[config.mk]
export PLATFORM = sky130hd
export DESIGN_NAME = multiplexed_clock_display
export DESIGN_NICKNAME = d
export VERILOG_FILES = /design/src/rtl/mcd_pkg.sv /design/src/rtl/multiplexed_clock_display.sv /design/src/rtl/mcd_time.sv /design/src/rtl/mcd_scan.sv
export SDC_FILE = /design/constraint.sdc
export NUM_CORES = 1
export LEC_CHECK = 0
export BUFFER_PORTS_ARGS = -buffer_cell sky130_fd_sc_hd__buf_2
export CAP_MARGIN = 15
export CORE_ASPECT_RATIO = 1.1
export CORE_UTILIZATION = 63
export CTS_BUF_LIST = sky130_fd_sc_hd__clkbuf_4
export CTS_CLUSTER_DIAMETER = 120
export DETAILED_ROUTE_END_ITERATION = 8
export GPL_ROUTABILITY_DRIVEN = 0
export PLACE_DENSITY = 0.9
export SLEW_MARGIN = 20
export SYNTH_ARGS = -nofsm -noshare
export SYNTH_HDL_FRONTEND = slang
export SYNTH_HIERARCHICAL = 1
export SYNTH_SLANG_ARGS = --single-unit
export TNS_END_PERCENT = 10
[constraint.sdc]
create_clock -name clk -period 5.4 [get_ports clk]
set_clock_uncertainty 0.2 [all_clocks]
set_input_delay 0.27 -clock clk [delete_from_list [all_inputs] [get_ports clk]]
set_output_delay 0.27 -clock clk [all_outputs]
set_load 0.01 [all_outputs]
[src/rtl/mcd_pkg.sv]
package mcd_pkg;

  // Input item kinds
  localparam logic KIND_TIME = 1'b0;
  localparam logic KIND_SCAN = 1'b1;

  // Configuration register indexes
  localparam int unsigned CFG_IDX_W = 2;
  localparam logic [CFG_IDX_W-1:0] CFG_TICKS_PER_MINUTE = 2'd0;
  localparam logic [CFG_IDX_W-1:0] CFG_LONG_HOLD_TICKS  = 2'd1;
  localparam logic [CFG_IDX_W-1:0] CFG_BLINK_PERIOD     = 2'd2;
  localparam int unsigned CFG_DATA_W = 16;

  // Register reset values
  localparam logic [15:0] TICKS_PER_MINUTE_RST = 16'd4500;
  localparam logic [6:0]  LONG_HOLD_TICKS_RST  = 7'd75;
  localparam logic [7:0]  BLINK_PERIOD_RST     = 8'd75;

  // Display constants
  localparam int unsigned SCAN_POSITIONS = 5;
  localparam int unsigned SCAN_POS_W     = 3;
  localparam logic [7:0] SEG_COLON_ON    = 8'h3F;
  localparam logic [7:0] SEG_BLANK       = 8'hFF;
  localparam logic [7:0] BLINK_ON_BELOW  = 8'd38;
  localparam logic [7:0] BLINK_OFF_ABOVE = 8'd39;
  localparam logic [5:0] MINUTE_MAX      = 6'd59;
  localparam logic [4:0] HOUR_MAX        = 5'd23;
  localparam logic [6:0] SHORT_PRESS_MIN = 7'd3;
  localparam logic [6:0] PRESS_MAX       = 7'd127;

  // Active-low segment patterns, plain digits and blanked leading zero
  localparam logic [7:0] SEG_DIGIT [10] = '{
    8'h03, 8'h9F, 8'h25, 8'h0D, 8'h99, 8'h49, 8'h41, 8'h1B, 8'h01, 8'h09
  };
  localparam logic [7:0] SEG_LEAD [10] = '{
    8'hFF, 8'h9F, 8'h25, 8'h0D, 8'h99, 8'h49, 8'h41, 8'h1B, 8'h01, 8'h09
  };

  // Time state shown on the display
  typedef struct packed {
    logic [4:0] hours;
    logic [5:0] minutes;
    logic [7:0] colon;
  } mcd_disp_t;

  // Tens digit of a value below 64, by constant compares
  function automatic logic [2:0] tens_of(input logic [5:0] v);
    logic [2:0] t;
    if (v >= 6'd60)      t = 3'd6;
    else if (v >= 6'd50) t = 3'd5;
    else if (v >= 6'd40) t = 3'd4;
    else if (v >= 6'd30) t = 3'd3;
    else if (v >= 6'd20) t = 3'd2;
    else if (v >= 6'd10) t = 3'd1;
    else                 t = 3'd0;
    return t;
  endfunction

  // Ones digit of a value below 64
  function automatic logic [3:0] ones_of(input logic [5:0] v);
    logic [6:0] prod;
    logic [5:0] rem;
    prod = {4'd0, tens_of(v)} * 7'd10;
    rem  = v - prod[5:0];
    return rem[3:0];
  endfunction

endpackage

[src/rtl/multiplexed_clock_display.sv]
// Channel | Dir | tdata (low bit up)                          | tuser
// in_     | in  | button_level, 7 zero bits                   | kind
// out_    | out | digit_select[4:0] segment_pattern[7:0]      | display_update
//         |     | hours_now[4:0] minutes_now[5:0]             |
// cfg_    | in  | cfg_index selects register, cfg_data value  | -
//
// One transaction per cycle while the output is not stalled: an item is held in the
// input register, then its result is registered on the output.
// Synchronous active-low reset clears control and time state; the colon is off.
// A stalled output holds its result and the input register; in_tready drops
// only while both are full.
module multiplexed_clock_display (
  input  logic                            clk,
  input  logic                            rst_n,
  input  logic                            in_tvalid,
  output logic                            in_tready,
  input  logic [7:0]                      in_tdata,   // [0] button_level
  input  logic                            in_tuser,   // [0] kind
  output logic                            out_tvalid,
  input  logic                            out_tready,
  output logic [23:0]                     out_tdata,  // [4:0] digit_select, [12:5] segment_pattern,
                                                      // [17:13] hours_now, [23:18] minutes_now
  output logic                            out_tuser,  // [0] display_update
  input  logic                            cfg_we,
  input  logic [mcd_pkg::CFG_IDX_W-1:0]   cfg_index,
  input  logic [mcd_pkg::CFG_DATA_W-1:0]  cfg_data
);

  logic       in_valid_r;
  logic       kind_r;
  logic       level_r;
  logic       advance;
  logic       tick_en;
  logic       scan_en;

  mcd_pkg::mcd_disp_t disp;
  logic [4:0] hours_nxt;
  logic [5:0] minutes_nxt;
  logic [4:0] sel;
  logic [7:0] seg;

  logic        out_valid_r;
  logic [23:0] out_data_r;
  logic        out_user_r;

  assign advance   = in_valid_r && (!out_valid_r || out_tready);
  assign in_tready = !in_valid_r || advance;
  assign tick_en   = advance && (kind_r == mcd_pkg::KIND_TIME);
  assign scan_en   = advance && (kind_r == mcd_pkg::KIND_SCAN);

  always_ff @(posedge clk) begin
    if (!rst_n) begin
      in_valid_r <= 1'b0;
    end else if (in_tready) begin
      in_valid_r <= in_tvalid;
    end
  end

  always_ff @(posedge clk) begin
    if (in_tready && in_tvalid) begin
      kind_r  <= in_tuser;
      level_r <= in_tdata[0];
    end
  end

  mcd_time u_time (
    .clk          (clk),
    .rst_n        (rst_n),
    .cfg_we       (cfg_we),
    .cfg_index    (cfg_index),
    .cfg_data     (cfg_data),
    .tick_en      (tick_en),
    .button_level (level_r),
    .disp         (disp),
    .hours_nxt    (hours_nxt),
    .minutes_nxt  (minutes_nxt)
  );

  mcd_scan u_scan (
    .clk             (clk),
    .rst_n           (rst_n),
    .scan_en         (scan_en),
    .disp            (disp),
    .digit_select    (sel),
    .segment_pattern (seg)
  );

  always_ff @(posedge clk) begin
    if (!rst_n) begin
      out_valid_r <= 1'b0;
    end else if (advance) begin
      out_valid_r <= 1'b1;
    end else if (out_tready) begin
      out_valid_r <= 1'b0;
    end
  end

  always_ff @(posedge clk) begin
    if (advance) begin
      out_user_r <= kind_r;
      if (kind_r == mcd_pkg::KIND_SCAN) begin
        out_data_r <= {minutes_nxt, hours_nxt, seg, sel};
      end else begin
        out_data_r <= {minutes_nxt, hours_nxt, mcd_pkg::SEG_BLANK, 5'b00000};
      end
    end
  end

  assign out_tvalid = out_valid_r;
  assign out_tdata  = out_data_r;
  assign out_tuser  = out_user_r;

endmodule

[src/rtl/mcd_time.sv]
module mcd_time (
  input  logic                               clk,
  input  logic                               rst_n,
  input  logic                               cfg_we,
  input  logic [mcd_pkg::CFG_IDX_W-1:0]      cfg_index,
  input  logic [mcd_pkg::CFG_DATA_W-1:0]     cfg_data,
  input  logic                               tick_en,
  input  logic                               button_level,
  output mcd_pkg::mcd_disp_t                 disp,
  output logic [4:0]                         hours_nxt,
  output logic [5:0]                         minutes_nxt
);

  logic [15:0] tpm_r;
  logic [6:0]  lht_r;
  logic [7:0]  bp_r;

  logic [15:0] cnt_r, cnt_nxt;
  logic [7:0]  phase_r, phase_nxt;
  logic [7:0]  colon_r, colon_nxt;
  logic [5:0]  min_r;
  logic [4:0]  hour_r;
  logic [6:0]  press_r, press_nxt;

  logic [16:0] cnt_inc;
  logic [8:0]  phase_inc;
  logic        min_wrap;
  logic [5:0]  min_a;
  logic [4:0]  hour_a;
  logic [6:0]  press_inc;
  logic        press_ok;

  always_ff @(posedge clk) begin
    if (!rst_n) begin
      tpm_r <= mcd_pkg::TICKS_PER_MINUTE_RST;
      lht_r <= mcd_pkg::LONG_HOLD_TICKS_RST;
      bp_r  <= mcd_pkg::BLINK_PERIOD_RST;
    end else if (cfg_we) begin
      unique case (cfg_index)
        mcd_pkg::CFG_TICKS_PER_MINUTE: tpm_r <= cfg_data;
        mcd_pkg::CFG_LONG_HOLD_TICKS:  lht_r <= cfg_data[6:0];
        mcd_pkg::CFG_BLINK_PERIOD:     bp_r  <= cfg_data[7:0];
        default: ;
      endcase
    end
  end

  always_comb begin
    colon_nxt = colon_r;
    if (phase_r < mcd_pkg::BLINK_ON_BELOW)  colon_nxt = mcd_pkg::SEG_COLON_ON;
    if (phase_r > mcd_pkg::BLINK_OFF_ABOVE) colon_nxt = mcd_pkg::SEG_BLANK;

    phase_inc = {1'b0, phase_r} + 9'd1;
    phase_nxt = (phase_inc >= {1'b0, bp_r}) ? 8'd0 : phase_inc[7:0];

    // Minute rollover also resets the blink phase
    cnt_inc  = {1'b0, cnt_r} + 17'd1;
    min_wrap = (cnt_inc >= {1'b0, tpm_r});
    min_a    = min_r;
    hour_a   = hour_r;
    if (min_wrap) begin
      cnt_nxt   = 16'd0;
      phase_nxt = 8'd0;
      if (min_r >= mcd_pkg::MINUTE_MAX) begin
        min_a  = 6'd0;
        hour_a = (hour_r >= mcd_pkg::HOUR_MAX) ? 5'd0 : hour_r + 5'd1;
      end else begin
        min_a = min_r + 6'd1;
      end
    end else begin
      cnt_nxt = cnt_inc[15:0];
    end

    hours_nxt   = hour_a;
    minutes_nxt = min_a;
    press_ok    = ({1'b0, press_r} < ({1'b0, lht_r} + 8'd1)) && (press_r < mcd_pkg::PRESS_MAX);
    press_inc   = press_ok ? press_r + 7'd1 : press_r;
    if (!button_level) begin
      press_nxt = press_inc;
      // Long hold: advance the hour when the count reaches the threshold; once, unless the threshold is 127
      if (press_inc == lht_r) begin
        hours_nxt = (hour_a >= mcd_pkg::HOUR_MAX) ? 5'd0 : hour_a + 5'd1;
      end
    end else begin
      press_nxt = 7'd0;
      // Short press on release: advance the minute without carry
      if (press_r > mcd_pkg::SHORT_PRESS_MIN && press_r < lht_r) begin
        minutes_nxt = (min_a >= mcd_pkg::MINUTE_MAX) ? 6'd0 : min_a + 6'd1;
      end
    end

    if (!tick_en) begin
      hours_nxt   = hour_r;
      minutes_nxt = min_r;
    end
  end

  always_ff @(posedge clk) begin
    if (!rst_n) begin
      cnt_r   <= 16'd0;
      phase_r <= 8'd0;
      colon_r <= mcd_pkg::SEG_BLANK;
      min_r   <= 6'd0;
      hour_r  <= 5'd0;
      press_r <= 7'd0;
    end else if (tick_en) begin
      cnt_r   <= cnt_nxt;
      phase_r <= phase_nxt;
      colon_r <= colon_nxt;
      min_r   <= minutes_nxt;
      hour_r  <= hours_nxt;
      press_r <= press_nxt;
    end
  end

  assign disp.hours   = hour_r;
  assign disp.minutes = min_r;
  assign disp.colon   = colon_r;

endmodule

[src/rtl/mcd_scan.sv]
module mcd_scan (
  input  logic                clk,
  input  logic                rst_n,
  input  logic                scan_en,
  input  mcd_pkg::mcd_disp_t  disp,
  output logic [4:0]          digit_select,
  output logic [7:0]          segment_pattern
);

  logic [mcd_pkg::SCAN_POS_W-1:0] pos_r, pos_nxt;
  logic [3:0]                     digit;

  always_comb begin
    digit_select    = 5'b00000;
    segment_pattern = mcd_pkg::SEG_BLANK;
    digit           = 4'd0;
    unique case (pos_r)
      3'd0: begin
        digit_select    = 5'b00001;
        digit           = mcd_pkg::ones_of(disp.minutes);
        segment_pattern = mcd_pkg::SEG_DIGIT[digit];
      end
      3'd1: begin
        digit_select    = 5'b00010;
        digit           = {1'b0, mcd_pkg::tens_of(disp.minutes)};
        segment_pattern = mcd_pkg::SEG_DIGIT[digit];
      end
      3'd2: begin
        digit_select    = 5'b00100;
        digit           = mcd_pkg::ones_of({1'b0, disp.hours});
        segment_pattern = mcd_pkg::SEG_DIGIT[digit];
      end
      3'd3: begin
        digit_select    = 5'b01000;
        digit           = {1'b0, mcd_pkg::tens_of({1'b0, disp.hours})};
        segment_pattern = mcd_pkg::SEG_LEAD[digit];
      end
      default: begin
        digit_select    = 5'b10000;
        segment_pattern = disp.colon;
      end
    endcase

    pos_nxt = (pos_r >= mcd_pkg::SCAN_POS_W'(mcd_pkg::SCAN_POSITIONS - 1))
              ? '0 : pos_r + mcd_pkg::SCAN_POS_W'(1);
  end

  always_ff @(posedge clk) begin
    if (!rst_n) begin
      pos_r <= '0;
    end else if (scan_en) begin
      pos_r <= pos_nxt;
    end
  end

endmodule
==> impl_metrics.tcl, run 1 <==
set metrics [dict create \
    crit_required_ns 5.50 \
    cts_root_buffer "clkbuf_4" \
    synthCells 919 \
    grt_overflow_total 0 \
    fill_cells 861 \
    grt_pass1_vias 6360 \
    ys_seq_area_share_pct 31.2 \
    setup_viol 0 \
    stdcell_area_sq_mm 0.00828 \
    rrSetupSlack_ns 0.37 \
    die_x_um 107 \
    critPathArrivalTime_ns 5.13 \
    synth_top_area_share_pct 20.6 \
    viasPerCell 6.08 \
    synthTopCellsByCount "nand2_1, dfxtp_1, nor2_1" \
    die_area_sq_mm 0.0126 \
    syn_avg_cell_area_sq_um 8.35 \
    switching_share_pct 27.4 \
    p_int_uw 1070 \
    io_pins 59 \
    crit_type "reg -> reg" \
    dpl_cell_area_sq_mm 0.00791 \
    firstDrtPassIters 5 \
    antenna_found_initial 0 \
    yosys-top-cells-area "dfxtp_1, ha_1, edfxtp_1, nand2_1, a21oi_1" \
    start_util_pct 65.9 \
    synth_ff_type "dfxtp_1" \
    ant_nets 0 \
    power_frac_clock_pct 28.8 \
    combPwrFrac_pct 12.7 \
    vias 6801 \
    finalWirelength_um 17400 \
    synthArstFlopShare_pct 0 \
    ir_drop_mv 0.165 \
    power_density_mw_per_mm2 177 \
    core_area_sq_mm 0.0116 \
    grt_pass1_wl_um 28700 \
    yosysTopAreaCell "dfxtp_1" \
    finalCriticalPeriod_ns 5.03 \
    seqPwrFrac_pct 58.5 \
    port_buffers 51 \
    power_leakage_uw 0.00342 \
    synth-warning-count 6 \
    worstSkewPairLatency_ns 0.48 \
    yosysMostFrequentCell "nand2_1" \
    worstPathMaxFanout 14 \
    drc 0 \
    wl_per_cell_um 15.6 \
    status "finished clean" \
    drt_iter0_markers 437 \
    period_share_pct 93.1 \
    dpl.hpwl_um 11800 \
    clkSinkCount 106 \
    fin_hold_ws_ns 0.0173 \
    grt_max_degree 58 \
    cts_tree "done" \
    fin_tns_setup_ns 0 \
    numCtsBuffers 9 \
    relSlewSlack_pct 37.6 \
    std_cell_rows 41 \
    min_path_type "in -> reg" \
    drive_gt1_share_pct 12.7 \
    antenna_cells 0 \
    track_usage_pct 28.0 \
    grt_setup_unrepaired "false" \
    clockBufferDepth 2 \
    fmax_ghz 0.199 \
    switchingPower_uw 403 \
    endpoint_kind "flop" \
    tightest_slew_ns 0.935 \
    yosys_register_bits 106 \
    maxCapViolations 0 \
    cts.clk_slew.worst_paths_ns 0.16 \
    finalHoldViolations 0 \
    final_util_pct 71.1 \
    final_net_count 1063 \
    yosysUniqueCellTypes 91 \
    synth_area_sq_mm 0.00767 \
    syn2layout_area_growth_pct 7.99 \
    drv_slew 0 \
    die_h_um 118 \
    synth_edf_count 27 \
    htree_levels 3 \
    cp-start-kind "flop" \
    power_uw 1470 \
]
-- state kept, by name, indices dropped and copies added (netlist names), 6 cells and up --
signal,count
out_tdata,24
u_time/cnt_r,16
u_time/tpm_r,16
u_time/bp_r,8
u_time/phase_r,8
u_time/lht_r,7
u_time/press_r,7
u_time/min_r,6
-- timing repair --
action	4_1_cts	5_1_grt
hold buffers	22	0
hold endpoints to repair	37	0
resized for setup	0	2
buffers inserted	0	0
setup endpoints to repair	0	5
-- stage by stage --
step	std cells	worst slack, ns
after global routing	1118	0.0527
after floorplan	924	0.624
final	1118	0.371
after detailed placement	1080	0.433
after CTS	1118	0.292
after global placement	1080	0.525
-- layout make-up --
type | instances | area [sq um] | share of cell area, %
multi-input cells | 701 | 4790 | 57.8
flip-flops and latches | 106 | 2390 | 28.9
repair buffers | 80 | 528 | 6.37
inverters | 65 | 244 | 2.95
well taps | 150 | 188 | 2.27
clock buffers | 10 | 75.1 | 0.906
clock inverters | 6 | 65.1 | 0.785
-- metal layers --
layer / vias to the layer above / wire length (um) / GRT usage [%]
li1: 3340 / - / -
met4: 0 / 541 / 12.8
met5: - / 0 / 0
met1: 3164 / 7120 / 34.0
met3: 44 / 990 / 3.82
met2: 253 / 8750 / 48.8
-- worst max-delay path, stage by stage (launching register included) --
cell      delay [ns]
dfxtp_1         0.45
nand3_1         0.18
nor3_2          0.27
nand3_1         0.22
nor2_2          0.24
and3_1          0.20
nand3_1         0.09
xnor2_1         0.16
ha_1            0.31
nand3_1         0.08
or4_4           0.55
o21a_4          0.29
a21oi_2         0.17
mux2_2          0.38
ha_1            0.25
a211oi_1        0.33
o21a_4          0.20
nor2_2          0.05
a211oi_1        0.23
-- final timing paths --
kind,end,from,depth (start not counted)
max,out_tdata[17],u_time/cnt_r[3],18
min,u_time/tpm_r[0],cfg_index[1],4
max reg2reg,out_tdata[17],u_time/cnt_r[3],18
min reg2reg,u_time/tpm_r[11],u_time/tpm_r[11],2
-- cells in the final DEF, fill, tap and decap left out, types with 4 or more instances in the layout --
| cell | instances |
|---|---|
| nor3b_1 | 6 |
| and2_1 | 10 |
| o221ai_1 | 5 |
| dfxtp_1 | 79 |
| and3_1 | 10 |
| dlygate4sd3_1 | 22 |
| mux2i_1 | 19 |
| a21oi_1 | 68 |
| o21ai_0 | 42 |
| nor2_1 | 71 |
| and4_1 | 4 |
| nand3b_1 | 7 |
| xnor2_1 | 22 |
| a21boi_0 | 4 |
| conb_1 | 6 |
| or2b_1 | 5 |
| o21a_1 | 10 |
| edfxtp_1 | 27 |
| o211ai_1 | 13 |
| nand2_1 | 106 |
| clkbuf_4 | 10 |
| a31oi_1 | 11 |
| a21o_1 | 10 |
| nor4_1 | 8 |
| a211oi_1 | 6 |
| mux2_2 | 5 |
| nand3_1 | 33 |
| buf_4 | 7 |
| inv_1 | 63 |
| ha_1 | 67 |
| buf_2 | 51 |
| nor2b_1 | 10 |
| nor3_1 | 22 |
| nand2b_1 | 17 |
| xor2_1 | 14 |
| nand4_1 | 7 |
-- cells by family after synthesis --
kind of cell	count (synthesis)	share of synthesized area [%]
other cells	1	0.0489
simple gates	341	22.4
compound gates	224	20.6
buf+inv	117	6.93
flops	106	31.2
fa+ha+maj	70	11.4
xor+xnor	36	4.11
mux	24	3.21
-- power groups by stage --
stage               combinational (uW)  clock [uW]  sequential (uW)
CTS                                182         430              860
global placement                   163           0              876
detailed placement                 169           0              877
floorplan                          126           0              873
global route                       205         461              864
finish                             186         424              860
No activity file was read; power rests on OpenSTA's default activity.
==> inputs of run 2 (changes only) <==
--- a/config.mk
+++ b/config.mk
@@ -8,12 +8,12 @@
 export BUFFER_PORTS_ARGS = -buffer_cell sky130_fd_sc_hd__buf_2
 export CAP_MARGIN = 15
 export CORE_ASPECT_RATIO = 1.1
-export CORE_UTILIZATION = 63
+export CORE_UTILIZATION = 30
 export CTS_BUF_LIST = sky130_fd_sc_hd__clkbuf_4
 export CTS_CLUSTER_DIAMETER = 120
 export DETAILED_ROUTE_END_ITERATION = 8
 export GPL_ROUTABILITY_DRIVEN = 0
-export PLACE_DENSITY = 0.9
+export PLACE_DENSITY = 0.53
 export SLEW_MARGIN = 20
 export SYNTH_ARGS = -nofsm -noshare
 export SYNTH_HDL_FRONTEND = slang
==> impl_metrics.tcl, run 2 (synthesis results as in run 1) <==
set metrics [dict create \
    dpl.hpwl_um 13200 \
    die_x_um 154 \
    numCtsBuffers 9 \
    start_util_pct 30.5 \
    finalWirelength_um 18600 \
    dp.cells 1247 \
    status "finished clean" \
    path_cells "nand3_1 -> nor3_2 -> nand3_1 -> nor2_2 -> and3_1 -> nand3_1 -> xnor2_1 -> ha_1 -> nand3_1 -> or4_4 -> o21a_4 -> a21oi_2 -> mux2_2 -> ha_1 -> a211oi_1 -> o21a_4 -> nor2_2 -> a211oi_1" \
    fin_tns_setup_ns 0 \
    syn2layout_area_growth_pct 11.4 \
    drive_gt1_share_pct 12.9 \
    cp_top_family "simple AND/OR/NAND/NOR gates" \
    final_net_count 1069 \
    final_cell_mix "nand2_1, dfxtp_1, nor2_1" \
    drc 0 \
    critPathArrivalTime_ns 5.16 \
    cp.depth 18 \
    power_leakage_uw 0.00344 \
    drv_slew 0 \
    firstDrtPassIters 5 \
    rrSetupSlack_ns 0.36 \
    antenna_found_initial 1 \
    track_usage_pct 14.8 \
    port_buffers 51 \
    use_met1_pct 19.4 \
    cp_num_buf_inv 0 \
    grt_max_degree 58 \
    drt_iter0_markers 286 \
    grt_pass1_wl_um 31200 \
    ant_nets 0 \
    endpoint_kind "flop" \
    relSlewSlack_pct 47.7 \
    cts.clk_slew.worst_paths_ns 0.18 \
    fmax_ghz 0.198 \
    finalHoldViolations 0 \
    largest_reg_flops 24 \
    power_density_mw_per_mm2 171 \
    top_usage_layer "met2" \
    vias 6459 \
    r2r_cells 18 \
    fill_cells 2682 \
    pre_cts_slack_ns 0.323 \
    fin_cells 1290 \
    cp_common_cell "nand3_1" \
    ir_drop_mv 0.0995 \
    grt_overflow_total 0 \
    setup_viol 0 \
    clockBufferDepth 2 \
    die_area_sq_mm 0.0262 \
    maxCapViolations 0 \
    core_area_sq_mm 0.0252 \
    crit_type "reg -> reg" \
    fin_hold_ws_ns 0.0914 \
    cts_root_buffer "clkbuf_4" \
    clkSinkCount 106 \
    critPathSlowestCell "or4_4" \
    wl_per_cell_um 14.4 \
    period_share_pct 93.4 \
    slowest_delay_ns 0.55 \
    whs_path_depth 4 \
    worstPathMaxFanout 14 \
    die_h_um 170 \
    grt_pass1_vias 6151 \
    grt_setup_unrepaired "false" \
    fin_ws_ns 0.359 \
    io_pins 59 \
    viasPerCell 5.01 \
    use_met3_pct 2.15 \
    cp-start-kind "flop" \
    worstSkewPairLatency_ns 0.49 \
    tightest_slew_ns 0.784 \
    finalCriticalPeriod_ns 5.04 \
    met2_usage_pct 25.5 \
    final_util_pct 33.9 \
    std_cell_rows 61 \
    post_cts_buffers 0 \
    layout_commonest_cell "nand2_1" \
    min_path_type "in -> reg" \
    cts_tree "done" \
    htree_levels 3 \
    crit_required_ns 5.52 \
]
-- run 2: cell count changes in the layout (fill, tap and decap cells not counted) --
cell and delta:
bufinv_16 -1, and2_2 -1, dlygate4sd3_1 +4, and2_1 +1, buf_4 +2, clkinv_8 +1
diode_2 +1, clkinv_4 +2, clkinv_1 -2
-- run 2: per-layer routing --
metal  wire (um)  vias to the layer above
li1            -                     3338
met1        9100                     3030
met2        8870                       81
met3         461                       10
met4         178                        0
met5           0                        -
-- run 2: final cells by class --
class / count / area (sq um) / area share, %
clock inverter: 6 / 61.3 / 0.718
tap: 315 / 394 / 4.61
sequential: 106 / 2390 / 28.0
antenna: 1 / 2.50 / 0.0293
inverter: 65 / 244 / 2.86
timing repair buffer: 86 / 583 / 6.82
multi-input combinational: 701 / 4790 / 56.1
clock buffer: 10 / 75.1 / 0.879
-- run 2: path summary, 6_finish.rpt --
check / start / end
worst min-delay path: cfg_we / u_time/tpm_r[3]
worst max register to register: u_time/cnt_r[2] / out_tdata[17]
worst min register to register: u_time/tpm_r[6] / u_time/tpm_r[6]
worst max-delay path: u_time/cnt_r[2] / out_tdata[17]
-- run 2: what timing repair did --
item                                   in CTS  in global routing
setup endpoints to repair                   0                  8
gates resized for setup                     0                  2
hold buffers                               25                  1
endpoints found under the hold margin      37                  2
-- run 2: where the power goes --
group	internal (uW)	switching, uW	leakage [uW]
sequential	839	22.4	0.000893
clock	110	301	0.0000719
combinational	82.3	106	0.00247
-- run 2: tightest hold or removal path: cells and delay by family --
family	cells	cell delay, ns
buf+inv	1	0.12
compound gates	1	0.05
simple gates	2	0.31
-- run 2: stage by stage --
| stage | power, uW | instance area (sq um) |
|---|---|---|
| 6_report | 1460 | 8540 |
| 5_1_grt | 1550 | 8540 |
| 4_1_cts | 1490 | 8520 |
| 3_5_place_dp | 1050 | 8130 |
| 3_3_place_gp | 1050 | 8130 |
| 2_1_floorplan | 999 | 7690 |
==> inputs of run 3 (changes only) <==
--- a/config.mk
+++ b/config.mk
@@ -5,9 +5,11 @@
 export SDC_FILE = /design/constraint.sdc
 export NUM_CORES = 1
 export LEC_CHECK = 0
+export ABC_AREA = 1
 export BUFFER_PORTS_ARGS = -buffer_cell sky130_fd_sc_hd__buf_2
 export CAP_MARGIN = 15
 export CORE_ASPECT_RATIO = 1.1
+export CORE_MARGIN = 2
 export CORE_UTILIZATION = 30
 export CTS_BUF_LIST = sky130_fd_sc_hd__clkbuf_4
 export CTS_CLUSTER_DIAMETER = 120
==> impl_metrics.tcl, run 3 <==
set metrics [dict create \
    grt_max_degree 41 \
    clkSinkCount 106 \
    grt_pass1_vias 6334 \
    cp_common_cell "nor2_1" \
    drt_iter0_markers 321 \
    relSlewSlack_pct 33.2 \
    yosys-top-cells-area "dfxtp_1, nand2_1, ha_1, edfxtp_1, inv_1" \
    critPathSlowestCell "dfxtp_1" \
    ant_nets 0 \
    final_util_pct 34.7 \
    synth_ff_type "dfxtp_1" \
    fmax_ghz 0.225 \
    cts.clk_slew.worst_paths_ns 0.20 \
    port_buffers 51 \
    setup_viol 0 \
    drc 0 \
    track_usage_pct 14.4 \
    syn_avg_cell_area_sq_um 7.08 \
    die_x_um 154 \
    endpoint_kind "flop" \
    power_density_mw_per_mm2 187 \
    synth_top_area_share_pct 21.2 \
    std_cell_rows 60 \
    grt_setup_unrepaired "false" \
    worstSkewPairLatency_ns 0.51 \
    finalCriticalPeriod_ns 4.45 \
    syn2layout_area_growth_pct 13.9 \
    critPathArrivalTime_ns 4.62 \
    htree_levels 3 \
    ys_seq_area_share_pct 32.1 \
    period_share_pct 82.5 \
    die_h_um 169 \
    core_area_sq_mm 0.0245 \
    antenna_found_initial 0 \
    synthArstFlopShare_pct 0 \
    crit_required_ns 5.56 \
    worstPathMaxFanout 18 \
    yosysUniqueCellTypes 43 \
    numCtsBuffers 9 \
    finalWirelength_um 18100 \
    ir_drop_mv 0.0982 \
    status "finished clean" \
    power_leakage_uw 0.00387 \
    synth_area_sq_mm 0.00746 \
    min_path_type "in -> reg" \
    fill_cells 2695 \
    wl_per_cell_um 12.5 \
    yosysTopAreaCell "dfxtp_1" \
    crit_type "reg -> reg" \
    dpl.hpwl_um 13400 \
    power_uw 1590 \
    grt_overflow_total 0 \
    slowest_delay_ns 0.44 \
    layout_commonest_cell "nand2_1" \
    drv_slew 0 \
    synth-warning-count 6 \
    drive_gt1_share_pct 11.6 \
    cts_tree "done" \
    largest_reg_flops 24 \
    maxCapViolations 0 \
    yosysMostFrequentCell "nand2_1" \
    tightest_slew_ns 0.998 \
    start_util_pct 30.5 \
    clockBufferDepth 2 \
    viasPerCell 4.63 \
    cts_resized 0 \
    yosys_register_bits 106 \
    fin_tns_setup_ns 0 \
    vias 6700 \
    grt_pass1_wl_um 30800 \
    synthTopCellsByCount "nand2_1, inv_1, nand3_1" \
    final_cell_mix "nand2_1, inv_1, nand3_1" \
    final_net_count 1232 \
    finalHoldViolations 0 \
    io_pins 59 \
    synth_edf_count 27 \
    antenna_cells 0 \
    cp-start-kind "flop" \
    cts_root_buffer "clkbuf_4" \
    firstDrtPassIters 5 \
    synthCells 1054 \
    die_area_sq_mm 0.0261 \
]
[run 3: cell count changes after synthesis, sizes merged, moves of 11 or more]
cell    delta
xnor2     -16
or2       +13
nand2    +153
and2      -12
nand3     +54
nand2b    -17
mux2i     -19
clkbuf    -13
inv       +94
xor2      +11
nor2      +17
[run 3: path summary, 6_finish.rpt]
kind,startpoint,end,slack [ns],cells after the start
max,u_time/cnt_r[0],out_tdata[23],0.95,25
min reg2reg,u_time/cnt_r[3],u_time/cnt_r[3],0.28,2
min,rst_n,u_time/bp_r[0],0.1,2
max reg2reg,u_time/cnt_r[0],out_tdata[23],0.95,25
[run 3: per-layer routing]
layer | up-vias | track usage, % | wire (um)
li1 | 3596 | - | -
met1 | 2999 | 18.9 | 8960
met2 | 89 | 24.7 | 8480
met3 | 16 | 2.25 | 466
met4 | 0 | 3.54 | 211
met5 | - | 0 | 0
[run 3: area by class of cell]
cell class                 instances  area (sq um)  share of cell area (%)
tap                              310           388                    4.56
timing repair buffer              91           646                    7.60
sequential                       106          2390                    28.2
clock inverter                     6          55.1                   0.648
multi-input combinational        764          4340                    51.0
inverter                         160           606                    7.13
clock buffer                      10          75.1                   0.884
[run 3: kinds of logic after synthesis]
group                      after synthesis  share of synthesized area [%]
and+or+nand+nor                        491                           29.8
adders and majority gates               68                           11.5
other                                    1                         0.0503
DFF                                    106                           32.1
xor gates and xnor gates                31                           3.64
AOI/OAI and AO/OA                      168                           12.8
buffers and inverters                  189                           10.1
[run 3: worst max-delay path, delay by kind of cell, from the launching register on]
| family | cells | cell delay (ns) |
|---|---|---|
| AND/OR/NAND/NOR | 16 | 2.17 |
| adder cells (fa/ha/maj) | 2 | 0.49 |
| AO/OA/AOI/OAI | 2 | 0.49 |
| flip-flops | 1 | 0.44 |
| buffers and inverters | 4 | 0.28 |
| XOR/XNOR | 1 | 0.25 |
[run 3: stage by stage]
stage / worst slack (ns) / cell area [sq um] / hold WS (ns) / std cells
final: 0.947 / 8500 / 0.0993 / 1447
after global routing: 0.409 / 8500 / 0.0937 / 1447
after CTS: 0.971 / 8490 / 0.0415 / 1447
after detailed placement: 1.03 / 8000 / 0.260 / 1395
after global placement: 1.08 / 8000 / 0.251 / 1395
after floorplan: 1.79 / 7480 / 0.169 / 1059
[run 3: timing repair]
item	in CTS	in global routing
hold endpoints to repair	37	0
hold buffers	36	0
buffers inserted	0	0
[run 3: where the power goes]
part	internal [uW]	switching, uW	total [uW]
sequential	848	22.3	870
clock	112	308	420
combinational	116	187	303
